$ cat src/design/ffra_pkg.sv
package ffra_pkg;

  // datapath width for addresses, sizes and growth amounts (room for carries past 2^32)
  localparam int WW = 36;

  typedef enum logic [1:0] {
    OP_NOP,
    OP_WRITE,
    OP_INSERT,
    OP_REMOVE
  } cell_op_e;

  typedef enum logic [1:0] {
    TOK_HOLD,
    TOK_LOAD,
    TOK_FWD,
    TOK_BACK
  } tok_op_e;

  typedef struct packed {
    logic [31:0] size;
    logic        rsv;
  } region_entry_t;

  typedef struct packed {
    cell_op_e      op;
    tok_op_e       tok;
    region_entry_t wdata;
  } chain_cmd_t;

  typedef enum logic [2:0] {
    STAT_ALLOC     = 3'd0,
    STAT_FREED     = 3'd1,
    STAT_FULL      = 3'd2,
    STAT_NO_GROW   = 3'd3,
    STAT_NOT_FOUND = 3'd4,
    STAT_NULL      = 3'd5
  } status_e;

  typedef enum logic [4:0] {
    ST_IDLE,
    ST_GDIV,
    ST_S_WAIT,
    ST_S_AL,
    ST_S_FIT,
    ST_P_SUB,
    ST_L_CHK,
    ST_L_WR,
    ST_S_END,
    ST_G_AL,
    ST_G_KDIV,
    ST_G_AV,
    ST_G_ADIV,
    ST_G_CMP,
    ST_G_WR,
    ST_F_WAIT,
    ST_F_CMP,
    ST_F_NX,
    ST_F_NXW,
    ST_F_NXR,
    ST_F_NXM,
    ST_F_PV,
    ST_F_PVW,
    ST_F_PVR,
    ST_F_RM,
    ST_DONE
  } state_e;

endpackage

$ cat src/design/ffra_div.sv
module ffra_div (
  input  logic                    clk_i,
  input  logic                    rst_ni,
  input  logic                    start_i,
  input  logic [ffra_pkg::WW-1:0] num_i,
  input  logic [ffra_pkg::WW-1:0] den_i,
  output logic                    done_o,
  output logic [ffra_pkg::WW-1:0] rem_o
);

  localparam int CNTW = $clog2(ffra_pkg::WW + 1);

  logic [ffra_pkg::WW-1:0] num_q, num_d, den_q, den_d, rem_q, rem_d;
  logic [CNTW-1:0]         cnt_q, cnt_d;
  logic                    busy_q, busy_d, done_q, done_d;
  logic [ffra_pkg::WW:0]   trial;

  // restoring division, one quotient bit per cycle, remainder only
  always_comb begin
    num_d  = num_q;
    den_d  = den_q;
    rem_d  = rem_q;
    cnt_d  = cnt_q;
    busy_d = busy_q;
    done_d = 1'b0;
    trial  = {rem_q, num_q[ffra_pkg::WW-1]};
    if (start_i) begin
      num_d  = num_i;
      den_d  = den_i;
      rem_d  = '0;
      cnt_d  = CNTW'(ffra_pkg::WW);
      busy_d = 1'b1;
    end else if (busy_q) begin
      num_d = num_q << 1;
      if (trial >= {1'b0, den_q}) rem_d = ffra_pkg::WW'(trial - {1'b0, den_q});
      else rem_d = trial[ffra_pkg::WW-1:0];
      cnt_d = cnt_q - 1'b1;
      if (cnt_q == CNTW'(1)) begin
        busy_d = 1'b0;
        done_d = 1'b1;
      end
    end
  end

  always_ff @(posedge clk_i) begin
    num_q <= num_d;
    den_q <= den_d;
    rem_q <= rem_d;
  end

  always_ff @(posedge clk_i or negedge rst_ni) begin
    if (!rst_ni) begin
      cnt_q  <= '0;
      busy_q <= 1'b0;
      done_q <= 1'b0;
    end else begin
      cnt_q  <= cnt_d;
      busy_q <= busy_d;
      done_q <= done_d;
    end
  end

  assign done_o = done_q;
  assign rem_o  = rem_q;

endmodule

$ cat config.mk
export PLATFORM = sky130hd
export DESIGN_NAME = ffra_div
export DESIGN_NICKNAME = d
export VERILOG_FILES = /design/src/design/ffra_pkg.sv /design/src/design/ffra_div.sv
export SDC_FILE = /design/constraint.sdc
export NUM_CORES = 1
export LEC_CHECK = 0
export BUFFER_PORTS_ARGS = -buffer_cell sky130_fd_sc_hd__buf_2
export CAP_MARGIN = 40
export CORE_MARGIN = 2
export CORE_UTILIZATION = 49
export DETAILED_ROUTE_END_ITERATION = 8
export GPL_ROUTABILITY_DRIVEN = 1
export GPL_TIMING_DRIVEN = 0
export PLACE_DENSITY = 0.74
export RECOVER_POWER = 25
export SETUP_SLACK_MARGIN = 0.02
export SLEW_MARGIN = 30
export SYNTH_ARGS = -nofsm -noshare
export SYNTH_HDL_FRONTEND = slang
export SYNTH_SLANG_ARGS = --single-unit
export TNS_END_PERCENT = 10
$ cat constraint.sdc
create_clock -name clk_i -period 3 [get_ports clk_i]
set_input_delay 0 -clock clk_i [delete_from_list [all_inputs] [get_ports clk_i]]
set_output_delay 0 -clock clk_i [all_outputs]
set_load 0.02 [all_outputs]
Word level (Yosys, flattened, before mapping)
Cells that the tools add are included.
- register bits: 116
- bits of input ports: 75
- logic and storage cells: 22
- reduce and logical (&&, ||, !) cells: 1
- add/subtract/negate cells: 2
- equal/unequal tests: 1
- magnitude comparators: 1
- mux-type cells: 11
- operator list (operator ; count):
    $mux 36 ; 3
    $ge 37x36->1 ; 1
    $sub 36x36->36 ; 1
    $mux 6 ; 2
    $eq 6x1->1 const B ; 1
    $mux 1 ; 6
    $sub 6x1->6 const B ; 1
    $reduce_bool 2->1 ; 1

Depth between registers and ports, before layout
- depth after elaboration: 4
- mapped depth: 14

Worst setup path after synthesis
Ideal clock, no wire load.
- kind: register to register
- from: reg num_q[35] in the netlist's numbering
- to: reg rem_q (netlist bit rem_o[20])
- arrival: 2645 ps
- path buffers: 0
- cell stages (with the launch flop): 14
- clock period less this slack: 2782 ps
- setup slack: 218 ps
- cell sequence: edfxtp_1 > inv_1 > ha_1 > inv_1 > fa_1 > a21oi_1 > o211a_1 > o221ai_1 > o22a_1 > a21boi_0 > o221ai_1 > mux2i_1 > nor4_1 > nor4_1
- longest elaborated chain between the ends: 2
- elaborated cells on any way between the ends: 3
- RTL lines (what ; line ; source):
    start, declared ; ffra_div.sv:13 ; logic [ffra_pkg::WW-1:0] num_q, num_d, den_q, den_d, rem_q, rem_d;
    start signal, assigned ; ffra_div.sv:46 ; num_q <= num_d;
    $sub 36x36->36 or $ge 37x36->1 (tied branches) ; ffra_div.sv:35 ; if (trial >= {1'b0, den_q}) rem_d = ffra_pkg::WW'(trial - {1'b0, den_q});
    $mux 36 (*) ; ffra_div.sv:35 ;
    end signal, assigned ; ffra_div.sv:48 ; rem_q <= rem_d;
    end, declared ; ffra_div.sv:13 ;
Every way passes the cells marked *; elsewhere a longest branch is shown, timed or not.
A chain may end at the register's enable or synchronous reset.

Worst setup path in the final report
- from: reg den_q[1] in the netlist's numbering
- to: reg rem_q (netlist bit rem_o[2])
- longest elaborated chain between the ends: 2
- elaborated cells on any way between the ends: 3
- RTL lines (what ; line ; source):
    start, declared ; ffra_div.sv:13 ;
    start signal, assigned ; ffra_div.sv:47 ; den_q <= den_d;
    $sub 36x36->36 or $ge 37x36->1 (tied branches) ; ffra_div.sv:35 ;
    $mux 36 (*) ; ffra_div.sv:35 ;
Marks and branches as above.

==> results.md <==
* Reg-to-reg endpoint: rem_o[2]
* Later-pin clock latency in the skew report at 0.42 ns
* Vias in the first global route at 5775
* Fin nets at just under 1k
* Worst Hold Class: in2reg
* Setup Viol. Count Final at 0
* Mean Syn Cell Area at between 10 and 15 µm²
* Hold Path Stages at 2
* Synth async-reset ratio at between 6 and 7%
* Total GRT Usage at 25.3%
* Slew Limit Fails at 0
* DRT iter0 DRCs at around 380
* TritonCTS clock tree: yes
* Worst path arrival time at between 3 and 4 ns
* N_diodes at 0
* Dpl cells at 929
* Tmin final at roughly 3 ns
* Mux share of post-synthesis cell area at about a tenth
* Htree depth at 4
* HP Start: den_i[31]
* Total chip power at ~4400 µW
* Startpoint Class: flip-flop
* Top-area cell type share of the netlist area at about a third
* Synthesized Nets at 755
* Synth area leader: edfxtp_1
* Worst hold slack at ~0.28 ns
* Max_cap viols at 0
* Adder and majority cell fraction of the synthesized area at between 7 and 8%
* Maximum vdd ir drop at just under 0.0004 V
* Fin area at about 0.0092 mm²
* Share of layout cells above drive strength 1 at between 20% and 30%
* Cells after Synth at approximately 640
* Status: completed
* Area grow syn2layout at 38.1%
* Multi-input gate area at approximately 0.0035 mm²
* Top-count cell post-synth: edfxtp_1
* Die Span Y at 121 µm
* Final TNS setup at 0 ns
* GRT overflow at 0
* Via/cell ratio at ~5.5
* Maximum number of pins on one net before global-route repair at 37
* Hpwl dp at 12000 µm
* Number of I/O pins at between 100 and 150
* Sequential Area at between 0.003 and 0.004 mm²
* Site Rows at 42
* CP required at between 3 and 4 ns
* Cell count of the worst reg-to-reg path at 13
* Initial antenna violation count at 0
* Synth Area in XOR/XNOR at around 4.2%
* Largest family of logic cells by synthesized area: compound AO/OA/AOI/OAI gates
* Mapped Area at about 0.0067 mm²
* Antenna Nets Post-Route at 0
* Slew HR at between 20% and 30%
* Netlist cell types at between 60 and 70
* Non-Filler Instances at between 1k and 1.5k
* RD Place Congestion at 0.932
* Clock buffer count from CTS at 17
* Placed Area at 0.00746 mm²
* Synthesized flop and latch total at 116
* DRC violation count after routing at 0
* Synth warnings at 0
* Worst reg2reg startpoint: den_q[1]
* DR WL/cell at around 18 µm
* Post-synthesis sequential area ratio at between 40 and 50%
* Largest cells by area after synthesis: edfxtp_1, dfxtp_1, ha_1
* DRT Pass-1 Iters at 5
* CP Max Fanout at 6
* Simple-gate share of the synthesized area at between 10 and 15%
* Core area at approximately 0.013 mm²
* Pwr dens at roughly 470 mW/mm²
* First-pass GRT wire length at 28200 µm
* Least-Margin Pin Slew at 1.17 ns
* Setup slack, reg-to-reg at between 0.003 and 0.004 ns
* Starting Density at around 50%
* Worst setup path class: reg2reg
* WHS Endpoint: den_q[31]
* Post-synth EDFFs at just over 70
* Die ar. at ~0.015 mm²
* CP Capture Type: flip-flop
* Post-synth top cells: edfxtp_1, nand2_1, nor2_1, inv_1, ha_1
* Prevailing post-synth register cell: edfxtp_1
* Via count at between 5k and 6k
* Synth Area in Compound Gates at roughly 16%
* Fmax at approximately 0.33 GHz
* RSZ-0062 raised after global routing: true
* CTS Sinks at about 120
* Port buffer count at 111
* Fill cells at a little under 1k
* Root buffer cell: clkbuf_16
* Final Skew at approximately 0.008 ns
* Tcrit/Tclk final at around 100%
* Drt total wl at 18500 µm
* Clock slew at reported path FFs at 0.06 ns
* P_leak at ~0.0039 µW
* Final hold vios at 0
* Maximum clock insertion buffer count at 2
* Die X at ~120 µm
## layout make-up
class | count | area share (%)
Clock inverter | 15 | 1.18
Multi-Input combinational cell | 448 | 38.5
Sequential cell | 116 | 33.5
Inverter | 49 | 2.00
Buffer | 25 | 1.66
Timing Repair Buffer | 205 | 16.1
Tap cell | 176 | 2.39
Clock buffer | 17 | 4.62
## sequential cells by signal, indices dropped and copies added (netlist names)
name	flops
num_q	36
busy_q	1
cnt_q	6
den_q	36
rem_o	36
done_o	1
## metrics by stage
step,utilization (%),setup WS [ns]
after floorplan,-,0.218
after global placement,56.2,-0.275
after global routing,69.5,-0.0837
after CTS,66.6,0.00415
final,69.5,0.00322
after detailed placement,56.4,-0.273
## critical path, cell delays in order, from the launching register on
cell and delay (ns):
edfxtp_1 0.35, inv_2 0.06, ha_4 0.28, nand2b_4 0.06, a211o_4 0.36, a211oi_4 0.33
o2111ai_4 0.20, a21oi_4 0.24, a221oi_4 0.10, a21oi_2 0.17, buf_6 0.18, buf_12 0.15
mux2i_1 0.27, o21ai_0 0.11
## layout by cell type, fill, tap and decap left out, drive strengths merged, types with 5 or more instances in the layout
cell and count:
clkbuf 37, nand4 7, nand2 57, dfxtp 36, and2 8, nand2b 5, a21o 18, nor2 54
nor3 7, a311oi 10, nand3 7, a211oi 21, buf 136, ha 38, and3 5, xnor2 21
dfrtp 8, clkinv 7, o21bai 9, mux2i 23, xor2 11, a21oi 37, mux2 36, o21ai 22
edfxtp 72, inv 53, dlygate4sd3 74
## routing by layer
layer / global-route usage (%) / part of all wire, % / vias to the layer above
met5: 0 / 0 / -
met4: 10.1 / 2.3 / 0
met3: 6.60 / 5.5 / 42
met2: 44.1 / 51 / 173
met1: 29.7 / 42 / 2802
li1: - / - / 2786
## kinds of logic (layout without fill, tap and decap cells)
| logic type | after synthesis | after routing |
|---|---|---|
| buf+inv | 77 | 311 |
| fa+ha+maj | 39 | 39 |
| mux | 59 | 59 |
| compound gates | 155 | 155 |
| xor+xnor | 32 | 32 |
| flops | 116 | 116 |
| simple gates | 163 | 163 |
## what timing repair did
item / in CTS / in global routing
gates resized for setup: 11 / 54
endpoints found under the hold margin: 80 / 0
setup buffers: 3 / 14
hold buffers: 74 / 0
endpoints found under the setup margin: 32 / 33
gates cloned: 0 / 2
pin swaps: 4 / 33
## power by group
part	switching (µW)	internal, µW
sequential	58.3	1820
clock	776	1060
combinational	327	321
total	1160	3200
## how the worst max path moves through the flow
stage | from | to | slack (ns) | depth (start not counted)
after floorplan | num_q[35] | rem_o[20] | 0.22 | 13
final | den_q[1] | rem_o[2] | 0.003 | 13
after global placement | num_q[35] | rem_o[20] | -0.28 | 13
after CTS | rem_o[2] | rem_o[23] | 0.004 | 12
after detailed placement | num_q[35] | rem_o[20] | -0.27 | 13
after global routing | den_q[1] | rem_o[2] | -0.08 | 13
Power figures use the tool's default switching activity.
